### config.mk
export PLATFORM = sky130hd
export DESIGN_NAME = ndl_div_cell
export DESIGN_NICKNAME = d
export VERILOG_FILES = /design/src/hw/rtl/ndl_pkg.sv /design/src/hw/rtl/ndl_div_cell.sv
export SDC_FILE = /design/constraint.sdc
export NUM_CORES = 1
export LEC_CHECK = 0
export ABC_AREA = 1
export BUFFER_PORTS_ARGS = -buffer_cell sky130_fd_sc_hd__buf_2
export CAP_MARGIN = 30
export CORE_ASPECT_RATIO = 1.2
export CORE_MARGIN = 8
export CORE_UTILIZATION = 51
export DETAILED_ROUTE_END_ITERATION = 6
export PLACE_DENSITY = 0.91
export SLEW_MARGIN = 5
export SYNTH_ARGS = -nofsm -noshare
export SYNTH_HDL_FRONTEND = slang
export SYNTH_SLANG_ARGS = --single-unit
### constraint.sdc
create_clock -name i_clk -period 4.3 [get_ports i_clk]
set_input_delay 0.215 -clock i_clk [delete_from_list [all_inputs] [get_ports i_clk]]
set_output_delay 0.215 -clock i_clk [all_outputs]
set_load 0.01 [all_outputs]
### src/hw/rtl/ndl_pkg.sv
// ----------------------------------------------------------------------------
// ndl_pkg
// Shared constants and types for the N-D index linearizer.
// ----------------------------------------------------------------------------
package ndl_pkg;

    localparam int LIN_W      = 48;
    localparam int IDX_W      = 12;
    localparam int NUM_FIELDS = 4;
    localparam int DIMS_W     = 3;
    localparam int CFG_W      = 13;
    localparam int CFG_IDX_W  = 3;

    localparam int MAX_DIMS_DEF    = 4;
    localparam int EXTENT_BITS_DEF = 12;

    localparam logic [CFG_IDX_W-1:0] REG_NUM_DIMS = 3'd0;
    localparam logic [CFG_IDX_W-1:0] REG_EXTENT_0 = 3'd1;
    localparam logic [CFG_IDX_W-1:0] REG_EXTENT_1 = 3'd2;
    localparam logic [CFG_IDX_W-1:0] REG_EXTENT_2 = 3'd3;
    localparam logic [CFG_IDX_W-1:0] REG_EXTENT_3 = 3'd4;

    typedef logic [NUM_FIELDS-1:0][IDX_W-1:0] t_idx_arr;

    typedef struct packed {
        logic valid;
        logic func;
        logic err;
    } t_ctl;

endpackage

### src/hw/rtl/ndl_div_cell.sv
// ----------------------------------------------------------------------------
// ndl_div_cell
// One restoring-division bit step of the reverse conversion.
// ----------------------------------------------------------------------------
module ndl_div_cell #(
    parameter int EXTENT_BITS = ndl_pkg::EXTENT_BITS_DEF,
    parameter int DIM         = 0,
    parameter bit LAST        = 1'b0
) (
    input  logic                      i_clk,
    input  logic                      i_rst_n,
    input  logic                      i_adv,
    input  ndl_pkg::t_ctl             i_ctl,
    input  logic [ndl_pkg::LIN_W-1:0] i_lin,
    input  logic [EXTENT_BITS-1:0]    i_rem,
    input  ndl_pkg::t_idx_arr         i_coord,
    input  logic                      i_used,
    input  logic [EXTENT_BITS:0]      i_ext,
    output ndl_pkg::t_ctl             o_ctl,
    output logic [ndl_pkg::LIN_W-1:0] o_lin,
    output logic [EXTENT_BITS-1:0]    o_rem,
    output ndl_pkg::t_idx_arr         o_coord
);
    import ndl_pkg::*;

    logic                   active;
    logic [EXTENT_BITS:0]   trial;
    logic [EXTENT_BITS:0]   diff;
    logic                   ge;
    logic [LIN_W-1:0]       n_lin;
    logic [EXTENT_BITS-1:0] n_rem;
    t_idx_arr               n_coord;
    logic                   r_valid;
    logic                   r_func;
    logic                   r_err;
    logic [LIN_W-1:0]       r_lin;
    logic [EXTENT_BITS-1:0] r_rem;
    t_idx_arr               r_coord;

    assign active = i_ctl.func && i_used;
    assign trial  = {i_rem, i_lin[LIN_W-1]};
    assign ge     = trial >= i_ext;
    assign diff   = ge ? (trial - i_ext) : trial;

    always_comb begin
        n_lin   = i_lin;
        n_rem   = i_rem;
        n_coord = i_coord;
        if (active) begin
            n_lin = {i_lin[LIN_W-2:0], ge};
            n_rem = diff[EXTENT_BITS-1:0];
            if (LAST) begin
                n_coord[DIM] = IDX_W'(diff[EXTENT_BITS-1:0]);
            end
        end
    end

    always_ff @(posedge i_clk) begin
        if (!i_rst_n) begin
            r_valid <= 1'b0;
        end else if (i_adv) begin
            r_valid <= i_ctl.valid;
        end
    end

    always_ff @(posedge i_clk) begin
        if (i_adv) begin
            r_func  <= i_ctl.func;
            r_err   <= i_ctl.err;
            r_lin   <= n_lin;
            r_rem   <= n_rem;
            r_coord <= n_coord;
        end
    end

    assign o_ctl   = '{valid: r_valid, func: r_func, err: r_err};
    assign o_lin   = r_lin;
    assign o_rem   = r_rem;
    assign o_coord = r_coord;

endmodule

==> flow_metrics.py <==
metrics = {
    "status": {
        "status": "finished clean",
    },
    "timing": {
        "maxSlewViolCount": 0,
        "timing.hold.ws_ns": 0.04675,
        "relSlewSlack": 0.5339,
        "worst_slew_pin_slew_ns": 0.6984,
        "post-route-period-util": 0.4504,
        "max_freq_mhz": 516.3,
        "hold_viol": 0,
        "fin_worst_skew_ns": 0,
        "setup_viol": 0,
        "rsz0062_at_grt": "false",
        "fin_crit_ns": 1.937,
        "fin_tns_setup_ns": 0,
    },
    "global_routing": {
        "use_met1": 0.2589,
        "grt_use_met3": 0.08878,
        "grt_max_degree": 87,
        "grt_overflow_total": 0,
        "grt-busiest-layer": "met2",
        "grt_pass1_wl_mm": 24.70,
        "grt_pass1_vias": 4436,
        "grt_antenna_before_repair": 2,
        "grt_usage": 0.2397,
        "use_met2": 0.4144,
    },
    "min_path": {
        "hold_path.class": "input port to register",
    },
    "cts": {
        "post-cts-setup-buffers": 0,
        "tritoncts": "built",
        "cts_buffers": 9,
        "root_buffer": "clkbuf_16",
        "clock_latency_ns": 0.34,
        "post_cts_resized": 0,
        "htree_levels": 3,
        "clkSinkCount": 111,
        "clockBufferDepth": 2,
        "cts_hold_buf": 0,
        "path_clk_slew_ns": 0.07,
    },
    "power": {
        "pwr-share-comb": 0.180,
        "p_leak_nw": 3.399,
        "ir_drop_mv": 0.1767,
        "p_sw_frac": 0.2630,
        "power.density_nw_per_um2": 387.8,
        "power.internal_w": 0.001933,
        "p_switching_w": 0.0006897,
        "p_seq_frac": 0.506,
        "clock_power_share": 0.314,
    },
    "cells_and_area": {
        "multiInputGateArea_um2": 1529,
        "design_area_um2": 6764,
        "drive_gt1_frac": 0.3753,
        "seq_area_um2": 3323,
        "utilization": 0.6826,
        "fin_cells": 874,
        "nets": 883,
        "nFillCells": 782,
        "area_delta_synth_final_pct": 31.18,
    },
    "die": {
        "ios": 239,
        "die_area_um2": 13600,
        "core-area_um2": 9910,
        "rows": 40,
        "die_w_um": 107.8,
        "initial_core_util": 0.5203,
        "die_y_um": 126.1,
    },
    "run": {
        "cap_violations": 0,
    },
    "detailed_routing": {
        "vias": 4500,
        "finalWirelength_mm": 16.94,
        "ant_nets": 0,
        "via_per_inst": 5.149,
        "drc": 0,
        "drt-pass1-iter-count": 6,
        "wl_per_cell_um": 19.38,
        "detail_route.iter0.violations": 313,
    },
    "logic_synthesis": {
        "yosysWarnings": 0,
        "netlist_area_um2": 5156,
        "ys_seq_area_frac": 0.6445,
        "syn-instance-count": 506,
        "avgSynthCellArea_um2": 10.19,
        "ys_seq_elements": 111,
        "syn-num-nets": 648,
        "ys_types": 24,
    },
    "worst_setup_path": {
        "cp.arrival_ns": 2.04,
        "criticalPathCategory": "input port to register",
        "critical_path_required_ns": 4.40,
        "cp-start-kind": "input port",
        "crit_path_end_kind": "register",
        "worstPathMaxFanout": 4,
    },
    "place": {
        "dp.final_hpwl_mm": 13.39,
        "place_inst": 854,
        "placed_area_um2": 6421,
        "io_buffers": 238,
        "gp_congestion": 0.9743,
    },
}
[state kept, by name (all words and copies together), names as in the netlist]
register / count
r_err: 1
o_lin: 48
o_coord: 48
r_valid: 1
r_func: 1
o_rem: 12
[metal layers]
layer,part of all wire,vias up,wire length (µm)
li1,-,2124,-
met2,0.51,254,8658
met3,0.11,24,1843
met5,0,-,0
met4,0.023,0,388
met1,0.36,2098,6046
[per-stage QoR]
step,total power (W),worst slack [ns]
2_1_floorplan,0.001578,2.564
3_3_place_gp,0.001799,2.013
3_5_place_dp,0.001817,2.068
4_1_cts,0.002631,2.423
5_1_grt,0.002720,2.243
6_report,0.002623,2.363
[Yosys cell counts (all sizes together)]
library cell | count | area (µm²)
fa | 1 | 20.02
clkbuf | 10 | 37.54
xnor2 | 4 | 35.03
nand3 | 37 | 225.2
nand3b | 2 | 15.01
nand2 | 233 | 892.1
ha | 13 | 162.7
inv | 54 | 202.7
nor2 | 12 | 60.06
o21ai | 5 | 25.02
buf | 8 | 66.31
dfxtp | 1 | 20.02
and2 | 1 | 6.260
nand4 | 8 | 50.05
nor3 | 1 | 5.000
edfxtp | 110 | 3303
a21oi | 6 | 30.03
[power groups by stage]
stage / sequential, W / clock, W / combinational, W
floorplan: 0.00140 / 0 / 0.000179
finish: 0.00133 / 0.000824 / 0.000472
global placement: 0.00134 / 0 / 0.000455
detailed placement: 0.00135 / 0 / 0.000467
CTS: 0.00133 / 0.000835 / 0.000468
global route: 0.00133 / 0.000871 / 0.000516
[cells in the final DEF (no fill, tap or decap), drive strengths merged, types with 2 or more instances in the layout]
cell type	instances
buf	242
nand2	233
edfxtp	110
inv	56
nand3	37
ha	13
nor2	12
clkbuf	11
nand4	8
a21oi	6
o21ai	5
xnor2	4
diode	2
nand3b	2
clkinv	2
[final cells by class]
cell class / count / area share
Sequential cell: 111 / 0.4913
Multi-Input combinational cell: 323 / 0.2260
Timing Repair Buffer: 242 / 0.1857
Clock buffer: 11 / 0.03441
Inverter: 54 / 0.02997
Tap cell: 126 / 0.02331
Clock inverter: 5 / 0.008509
Antenna cell: 2 / 0.0007399
[worst paths after layout]
path | endpoint | start | slack, ns | depth (start not counted)
worst max-delay path | o_rem[6] | i_lin[47] | 2.36 | 13
worst min register to register | r_valid | r_valid | 0.60 | 2
worst max register to register | r_valid | r_valid | 3.62 | 2
worst min-delay path | o_coord[29] | i_coord[29] | 0.05 | 1
[critical path, stage by stage]
cell and delay, ns:
buf_2 0.11, inv_1 0.07, ha_1 0.14, inv_1 0.10
fa_1 0.49, nand3_1 0.13, nand3_1 0.16, nand2_1 0.10
nand2_1 0.06, xnor2_1 0.26, nand2_1 0.09, nand3_1 0.07
nand2_1 0.05
[kinds of logic (layout without fill, tap and decap cells)]
group	after synthesis	count (layout)	synth area share
adder cells (fa/ha/maj)	14	14	0.03543
AO/OA/AOI/OAI	11	11	0.01068
flip-flops	111	111	0.6445
XOR/XNOR	4	4	0.006794
AND/OR/NAND/NOR	294	294	0.2431
buffers and inverters	72	312	0.05945
other	0	2	0
Note: power is estimated with default switching activity, not from simulation.
