===== src/hw/rtl/ndl_pkg.sv =====
// ----------------------------------------------------------------------------
// ndl_pkg
// Shared constants and types for the N-D index linearizer.
// ----------------------------------------------------------------------------
package ndl_pkg;

    localparam int LIN_W      = 48;
    localparam int IDX_W      = 12;
    localparam int NUM_FIELDS = 4;
    localparam int DIMS_W     = 3;
    localparam int CFG_W      = 13;
    localparam int CFG_IDX_W  = 3;

    localparam int MAX_DIMS_DEF    = 4;
    localparam int EXTENT_BITS_DEF = 12;

    localparam logic [CFG_IDX_W-1:0] REG_NUM_DIMS = 3'd0;
    localparam logic [CFG_IDX_W-1:0] REG_EXTENT_0 = 3'd1;
    localparam logic [CFG_IDX_W-1:0] REG_EXTENT_1 = 3'd2;
    localparam logic [CFG_IDX_W-1:0] REG_EXTENT_2 = 3'd3;
    localparam logic [CFG_IDX_W-1:0] REG_EXTENT_3 = 3'd4;

    typedef logic [NUM_FIELDS-1:0][IDX_W-1:0] t_idx_arr;

    typedef struct packed {
        logic valid;
        logic func;
        logic err;
    } t_ctl;

endpackage


===== src/hw/rtl/ndl_mac_cell.sv =====
// ----------------------------------------------------------------------------
// ndl_mac_cell
// One forward stage: range check of one index and multiply-add fold.
// ----------------------------------------------------------------------------
module ndl_mac_cell #(
    parameter int EXTENT_BITS = ndl_pkg::EXTENT_BITS_DEF,
    parameter int DIM         = 0
) (
    input  logic                      i_clk,
    input  logic                      i_rst_n,
    input  logic                      i_adv,
    input  ndl_pkg::t_ctl             i_ctl,
    input  logic [ndl_pkg::LIN_W-1:0] i_lin,
    input  ndl_pkg::t_idx_arr         i_idx,
    input  logic                      i_used,
    input  logic [EXTENT_BITS:0]      i_ext,
    output ndl_pkg::t_ctl             o_ctl,
    output logic [ndl_pkg::LIN_W-1:0] o_lin,
    output ndl_pkg::t_idx_arr         o_idx
);
    import ndl_pkg::*;

    localparam int EXT_W = EXTENT_BITS + 1;
    localparam int CMP_W = (EXT_W > IDX_W) ? EXT_W : IDX_W;

    logic                   active;
    logic [LIN_W+EXT_W-1:0] prod;
    logic [LIN_W-1:0]       n_lin;
    logic                   n_err;
    logic                   r_valid;
    logic                   r_func;
    logic                   r_err;
    logic [LIN_W-1:0]       r_lin;
    t_idx_arr               r_idx;

    assign active = !i_ctl.func && i_used;
    assign prod   = i_lin * i_ext;

    always_comb begin
        n_lin = i_lin;
        n_err = i_ctl.err;
        if (active) begin
            n_err = i_ctl.err || (CMP_W'(i_idx[DIM]) >= CMP_W'(i_ext));
            if (DIM == 0) begin
                n_lin = LIN_W'(i_idx[DIM]);
            end else begin
                n_lin = prod[LIN_W-1:0] + LIN_W'(i_idx[DIM]);
            end
        end
    end

    always_ff @(posedge i_clk) begin
        if (!i_rst_n) begin
            r_valid <= 1'b0;
        end else if (i_adv) begin
            r_valid <= i_ctl.valid;
        end
    end

    always_ff @(posedge i_clk) begin
        if (i_adv) begin
            r_func <= i_ctl.func;
            r_err  <= n_err;
            r_lin  <= n_lin;
            r_idx  <= i_idx;
        end
    end

    assign o_ctl = '{valid: r_valid, func: r_func, err: r_err};
    assign o_lin = r_lin;
    assign o_idx = r_idx;

endmodule


===== config.mk =====
export PLATFORM = sky130hd
export DESIGN_NAME = ndl_mac_cell
export DESIGN_NICKNAME = d
export VERILOG_FILES = /design/src/hw/rtl/ndl_pkg.sv /design/src/hw/rtl/ndl_mac_cell.sv
export SDC_FILE = /design/constraint.sdc
export NUM_CORES = 1
export LEC_CHECK = 0
export ABC_AREA = 1
export BUFFER_PORTS_ARGS = -buffer_cell sky130_fd_sc_hd__buf_2
export CAP_MARGIN = 0
export CORE_MARGIN = 4
export CORE_UTILIZATION = 35
export DETAILED_ROUTE_END_ITERATION = 16
export MAX_ROUTING_LAYER = met4
export PLACE_DENSITY_LB_ADDON = 0.2
export SETUP_SLACK_MARGIN = 0.05
export SYNTH_ARGS = -nofsm -noshare
export SYNTH_HDL_FRONTEND = slang
export SYNTH_SLANG_ARGS = --single-unit

===== constraint.sdc =====
create_clock -name i_clk -period 2.3 [get_ports i_clk]
set_input_delay 0.345 -clock i_clk [delete_from_list [all_inputs] [get_ports i_clk]]
set_output_delay 0.345 -clock i_clk [all_outputs]
set_load 0.005 [all_outputs]

==> impl_metrics.json, run 1 <==
{
  "status": "complete, no violations",
  "post_cts_resized": 0,
  "crit_path_max_fanout": 1,
  "die_x_um": 112,
  "synth_seq_area_share": 0.776,
  "synth_top_flop_cell": "edfxtp_1",
  "clkLatencyLatePin_ns": 0.35,
  "core_um2": 10500,
  "finalCritPeriodShare": 0.540,
  "clkTransAtPathRegs_ns": 0.10,
  "hold_viol_final": 0,
  "synth-edff-count": 98,
  "fin_util": 0.499,
  "avgViaCountPerCell": 4.23,
  "power.leakage_nw": 2.55,
  "dpl_cell_area_um2": 5030,
  "cp_num_buf_inv": 1,
  "drc": 0,
  "cts_buffers": 9,
  "layout-drive-gt1-share": 0.465,
  "crit_chain": "buf_2",
  "antenna_found_initial": 0,
  "worstMarginPinSlew_ns": 0.511,
  "dpl.hpwl_mm": 7.05,
  "fmax_mhz": 805,
  "max_cap_violations": 0,
  "ys.warnings.count": 0,
  "area_delta_synth_final_pct": 36.7,
  "root_buffer": "clkbuf_8",
  "setup_violations": 0,
  "cts_setup_buffers": 0,
  "dp_cells": 628,
  "postSynth.asyncResetShare": 0,
  "vias": 2724,
  "n_antenna_cell": 0,
  "start_util": 0.365,
  "cp-end-kind": "output pin",
  "rows": 37,
  "ios": 215,
  "wl_mm": 9.02,
  "synthTopCellsByArea": "edfxtp_1, inv_1, nand2_1",
  "numPortBuffers": 214,
  "ant_nets": 0,
  "grt-ovfl-total": 0,
  "stdcell_area_um2": 5220,
  "setup_tns_ns": 0,
  "finalClockSkew_ns": 0,
  "syn_avg_cell_area_um2": 13.4,
  "gp_congestion": 0.830,
  "layoutNonFillerInstCount": 644,
  "period_needed_ns": 1.24,
  "nNetsFinal": 631,
  "grt_setup_unrepaired": "no",
  "htree_levels": 3,
  "routedWlPerCell_um": 14.0,
  "syn_inst": 284,
  "grt_first_pass_wirelength_mm": 13.5,
  "track_usage": 0.140,
  "path_class": "register to output pin",
  "drt_iter0_drc": 123,
  "slowest_stage": "edfxtp_1",
  "worst_slew_margin_rel": 0.659,
  "grt_pass1_vias": 2668,
  "ys_ff_latch": 99,
  "hold_path_class": "input port to register",
  "cp.arrival_ns": 0.90,
  "power_per_cell_area_nw_per_um2": 700,
  "cts.path.max_buffers": 2,
  "synth_cell_types": 15,
  "grt_max_degree": 101,
  "cp_top_family": "flip-flops",
  "synth_area_um2": 3820,
  "slew_violations": 0,
  "firstDrtPassIters": 4,
  "syn-num-nets": 412,
  "ctsHoldBuffers": 0,
  "die-area_um2": 12600,
  "yosys.area.top_type": "edfxtp_1",
  "critPathMaxStageDelay_ns": 0.41,
  "die_h_um": 112,
  "peakVddDrop_uv": 317,
  "worstPathRequired_ns": 1.96,
  "synth_common_cells": "edfxtp_1, inv_1, nand2_1, nor2_1, ha_1",
  "cts.sinks": 99,
  "start_kind": "register",
  "synth.most_common_cell": "edfxtp_1",
  "synth_top_area_share": 0.771,
  "cts_tree": "built"
}
[kinds of logic (layout without fill, tap and decap cells)]
kind of cell	count (synthesis)	count (layout)	share of synthesized area
fa+ha+maj	12	12	0.0393
flops	99	99	0.776
buf+inv	67	291	0.0737
simple gates	99	99	0.102
compound gates	7	7	0.00918
[layout by cell type, fill, tap and decap left out]
| master | netlist | layout |
|---|---|---|
| inv_2 | 1 | 1 |
| a21oi_1 | 4 | 4 |
| buf_12 | 0 | 1 |
| inv_6 | 0 | 1 |
| edfxtp_1 | 98 | 98 |
| ha_1 | 12 | 12 |
| inv_1 | 57 | 57 |
| buf_2 | 3 | 213 |
| dfxtp_1 | 1 | 1 |
| clkbuf_1 | 0 | 1 |
| clkinv_4 | 0 | 3 |
| nor2_2 | 2 | 2 |
| nand3_1 | 3 | 3 |
| nor2_1 | 39 | 39 |
| nand2_1 | 54 | 54 |
| clkbuf_8 | 0 | 9 |
| nor2_4 | 1 | 1 |
| inv_8 | 0 | 2 |
| buf_4 | 5 | 3 |
| o21ai_0 | 3 | 3 |
[final timing paths]
path                               end                 start  cells past startpoint  slack [ns]
setup / recovery              o_lin[1]    o_lin[1]$_DFFE_PP_                      1        1.06
setup reg to reg  r_valid$_SDFFE_PN0P_  r_valid$_SDFFE_PN0P_                      2        1.63
hold / removal     o_idx[23]$_DFFE_PP_             i_idx[23]                      1        0.16
hold reg to reg   r_valid$_SDFFE_PN0P_  r_valid$_SDFFE_PN0P_                      2        0.57
[area by class of cell]
type	instances	area [um2]
Inverter	58	218
Tap cell	136	170
Clock buffer	10	128
Timing Repair Buffer	217	1110
Clock inverter	6	57.6
Multi-Input combinational cell	118	573
Fill cell	1006	5250
Sequential cell	99	2960
[registers in the layout, indices dropped and copies added, names as in the netlist]
name	cells
o_idx	48
r_valid	1
r_func	1
o_lin	48
r_err	1
[metal layers]
| metal | track usage | share of wire | vias to the layer above |
|---|---|---|---|
| li1 | - | - | 1350 |
| met1 | 0.168 | 0.40 | 1209 |
| met2 | 0.220 | 0.47 | 158 |
| met3 | 0.0620 | 0.12 | 7 |
| met4 | 0.0353 | 0.010 | 0 |
| met5 | - | 0 | - |
[per-stage QoR]
step | hold slack (ns) | power (mW) | setup WS, ns
2_1_floorplan | 0.438 | 2.36 | 0.961
3_3_place_gp | 0.522 | 2.66 | 0.748
3_5_place_dp | 0.524 | 2.67 | 0.709
4_1_cts | 0.134 | 3.71 | 1.03
5_1_grt | 0.121 | 3.84 | 1.00
6_report | 0.161 | 3.65 | 1.06
[power by group]
part / leakage (nW) / switching (mW) / internal, mW / total [mW]
combinational: 1.49 / 0.221 / 0.208 / 0.430
sequential: 0.964 / 0.0353 / 2.15 / 2.19
clock: 0.0949 / 0.618 / 0.419 / 1.04
total: 2.55 / 0.874 / 2.78 / 3.65
(Power assumes the default switching activity.)
==> run 2, diff against run 1 <==
--- a/config.mk
+++ b/config.mk
@@ -5,7 +5,7 @@
 export SDC_FILE = /design/constraint.sdc
 export NUM_CORES = 1
 export LEC_CHECK = 0
-export ABC_AREA = 1
+export ABC_AREA = 0
 export BUFFER_PORTS_ARGS = -buffer_cell sky130_fd_sc_hd__buf_2
 export CAP_MARGIN = 0
 export CORE_MARGIN = 4
==> constraint.sdc (replaced) <==
create_clock -name i_clk -period 1.1 [get_ports i_clk]
set_input_delay 0.165 -clock i_clk [delete_from_list [all_inputs] [get_ports i_clk]]
set_output_delay 0.165 -clock i_clk [all_outputs]
set_load 0.005 [all_outputs]
==> run 2 against run 1 <==
Against the previous run: die area shrank 2.4%; setup slack lost 1.0 ns; synthesized cell count shrank 28%; sequential power grew 110%; core utilization grew 7.2 points; count of clock-buffer cells in the layout shrank 1; first-iteration DRC count is the same; cell count shrank 3.3%; design area grew 13%; global-route usage grew 2.2 points; routed wire length grew 8.6%.
==> impl_metrics.json, run 2 <==
{
  "syn-num-nets": 333,
  "grt_pass1_vias": 2887,
  "yosys.area.top_type": "edfxtp_1",
  "final_common_cell": "buf_2",
  "clkLatencyLatePin_ns": 0.35,
  "final_cell_mix": "buf_2, edfxtp_1, dlygate4sd3_1",
  "ios": 215,
  "vias": 2702,
  "ys.warnings.count": 0,
  "synth_top_area_share": 0.792,
  "crit_path_max_fanout": 2,
  "die-area_um2": 12300,
  "finalCritPeriodShare": 0.969,
  "gp_congestion": 0.785,
  "track_usage": 0.162,
  "worstMarginPinSlew_ns": 0.246,
  "cts_setup_buffers": 0,
  "cts.sinks": 99,
  "path_class": "input port to register",
  "core_um2": 10300,
  "drt_iter0_drc": 123,
  "grt_max_degree": 42,
  "nNetsFinal": 610,
  "area_delta_synth_final_pct": 58.4,
  "grt_util_met3": 0.0699,
  "grt_first_pass_wirelength_mm": 15.2,
  "power.leakage_nw": 2.56,
  "dpl_cell_area_um2": 5210,
  "htree_levels": 3,
  "postSynth.asyncResetShare": 0,
  "synth_top_flop_cell": "edfxtp_1",
  "die_x_um": 111,
  "finalWorstSetupSlack_ns": 0.0339,
  "worst_slew_margin_rel": 0.835,
  "synth.most_common_cell": "edfxtp_1",
  "die_h_um": 111,
  "grt_setup_unrepaired": "yes",
  "avgViaCountPerCell": 4.34,
  "synth-edff-count": 98,
  "grt_util_met1": 0.178,
  "rows": 37,
  "synthTopCellsByArea": "edfxtp_1, and2_1, ha_1",
  "routedWlPerCell_um": 15.7,
  "layout-drive-gt1-share": 0.573,
  "p_total_mw": 8.21,
  "antenna_found_initial": 0,
  "root_buffer": "clkbuf_8",
  "synth_common_cells": "edfxtp_1, and2_1, inv_1, ha_1, mux2_2",
  "firstDrtPassIters": 5,
  "finalClockSkew_ns": 0,
  "dpl.hpwl_mm": 7.40,
  "start_util": 0.360,
  "cts_buffers": 9,
  "dp_slack_ns": -0.392,
  "power_per_cell_area_nw_per_um2": 1390,
  "use_met2": 0.272,
  "max_cap_violations": 0,
  "slew_violations": 0,
  "ys_ff_latch": 99,
  "worstPathRequired_ns": 1.19,
  "fin_util": 0.570,
  "hold_path_class": "input port to register",
  "peakVddDrop_uv": 598,
  "n_antenna_cell": 0,
  "synth_seq_area_share": 0.797,
  "period_needed_ns": 1.07,
  "start_kind": "input port",
  "cts.path.max_buffers": 2,
  "synth_cell_types": 25,
  "syn_inst": 205,
  "clkTransAtPathRegs_ns": 0.09,
  "numPortBuffers": 214,
  "setup_violations": 0,
  "syn_avg_cell_area_um2": 18.1,
  "cp-end-kind": "register",
  "setup_tns_ns": 0,
  "synth_area_um2": 3720,
  "busiest_layer": "met2",
  "cp.arrival_ns": 1.15,
  "wl_mm": 9.79,
  "stdcell_area_um2": 5890,
  "status": "complete, no violations",
  "grt-ovfl-total": 0,
  "drc": 0,
  "hold_viol_final": 0,
  "fmax_mhz": 938,
  "ant_nets": 0,
  "cts_tree": "built"
}
-- run 2: cell types whose count changed after synthesis, sizes merged, moves of 4 or more --
cell    change
and2       +36
buf         -5
clkbuf      +4
inv        -44
mux2       +11
nand2      -51
nor2       -41
-- run 2: layout make-up --
| class | count | area, um2 |
|---|---|---|
| fill | 848 | 4440 |
| sequential | 99 | 2960 |
| timing repair buffer | 274 | 1710 |
| multi-input combinational | 84 | 766 |
| tap | 136 | 170 |
| clock buffer | 9 | 124 |
| clock inverter | 7 | 90.1 |
| inverter | 14 | 70.1 |
-- run 2: kinds of logic after synthesis --
group | share of synthesized area
adder cells (fa/ha/maj) | 0.0404
AO/OA/AOI/OAI | 0.0158
AND/OR/NAND/NOR | 0.0848
buffers and inverters | 0.0259
multiplexers | 0.0360
flip-flops | 0.797
-- run 2: power by group --
group | internal (mW) | switching (mW) | leakage (nW)
registers | 4.49 | 0.0734 | 0.965
clock network | 1.28 | 1.23 | 0.109
logic | 0.654 | 0.483 | 1.49
-- run 2: critical path, stage by stage --
cell	delay, ns
buf_2	0.11
ha_1	0.33
nand4_1	0.13
nor2_1	0.07
a211oi_2	0.20
o221ai_1	0.15
-- run 2: timing repair --
action,CTS,global route
pin swaps,1,11
setup endpoints to repair,45,95
hold buffers,39,0
hold endpoints to repair,39,0
resized for setup,1,18
-- run 2: path summary, 6_finish.rpt --
path / start / endpoint / slack (ns) / depth (start not counted)
max: i_idx[4] / r_err$_DFFE_PP_ / 0.03 / 6
min: i_idx[8] / o_idx[8]$_DFFE_PP_ / 0.04 / 1
max reg2reg: r_valid$_SDFFE_PN0P_ / r_valid$_SDFFE_PN0P_ / 0.51 / 2
min reg2reg: r_valid$_SDFFE_PN0P_ / r_valid$_SDFFE_PN0P_ / 0.53 / 2
-- run 2: layer usage --
layer / vias to the layer above / share of wire / routed length, um
li1: 1305 / - / -
met1: 1246 / 0.40 / 3880
met2: 140 / 0.48 / 4740
met3: 11 / 0.11 / 1060
met4: 0 / 0.013 / 123
met5: - / 0 / 0
-- run 2: per-stage QoR --
stage	std cells	hold WS, ns
after floorplan	205	0.264
after global placement	568	0.342
after detailed placement	568	0.343
after CTS	623	0.0147
after global routing	623	0.0220
final	623	0.0413
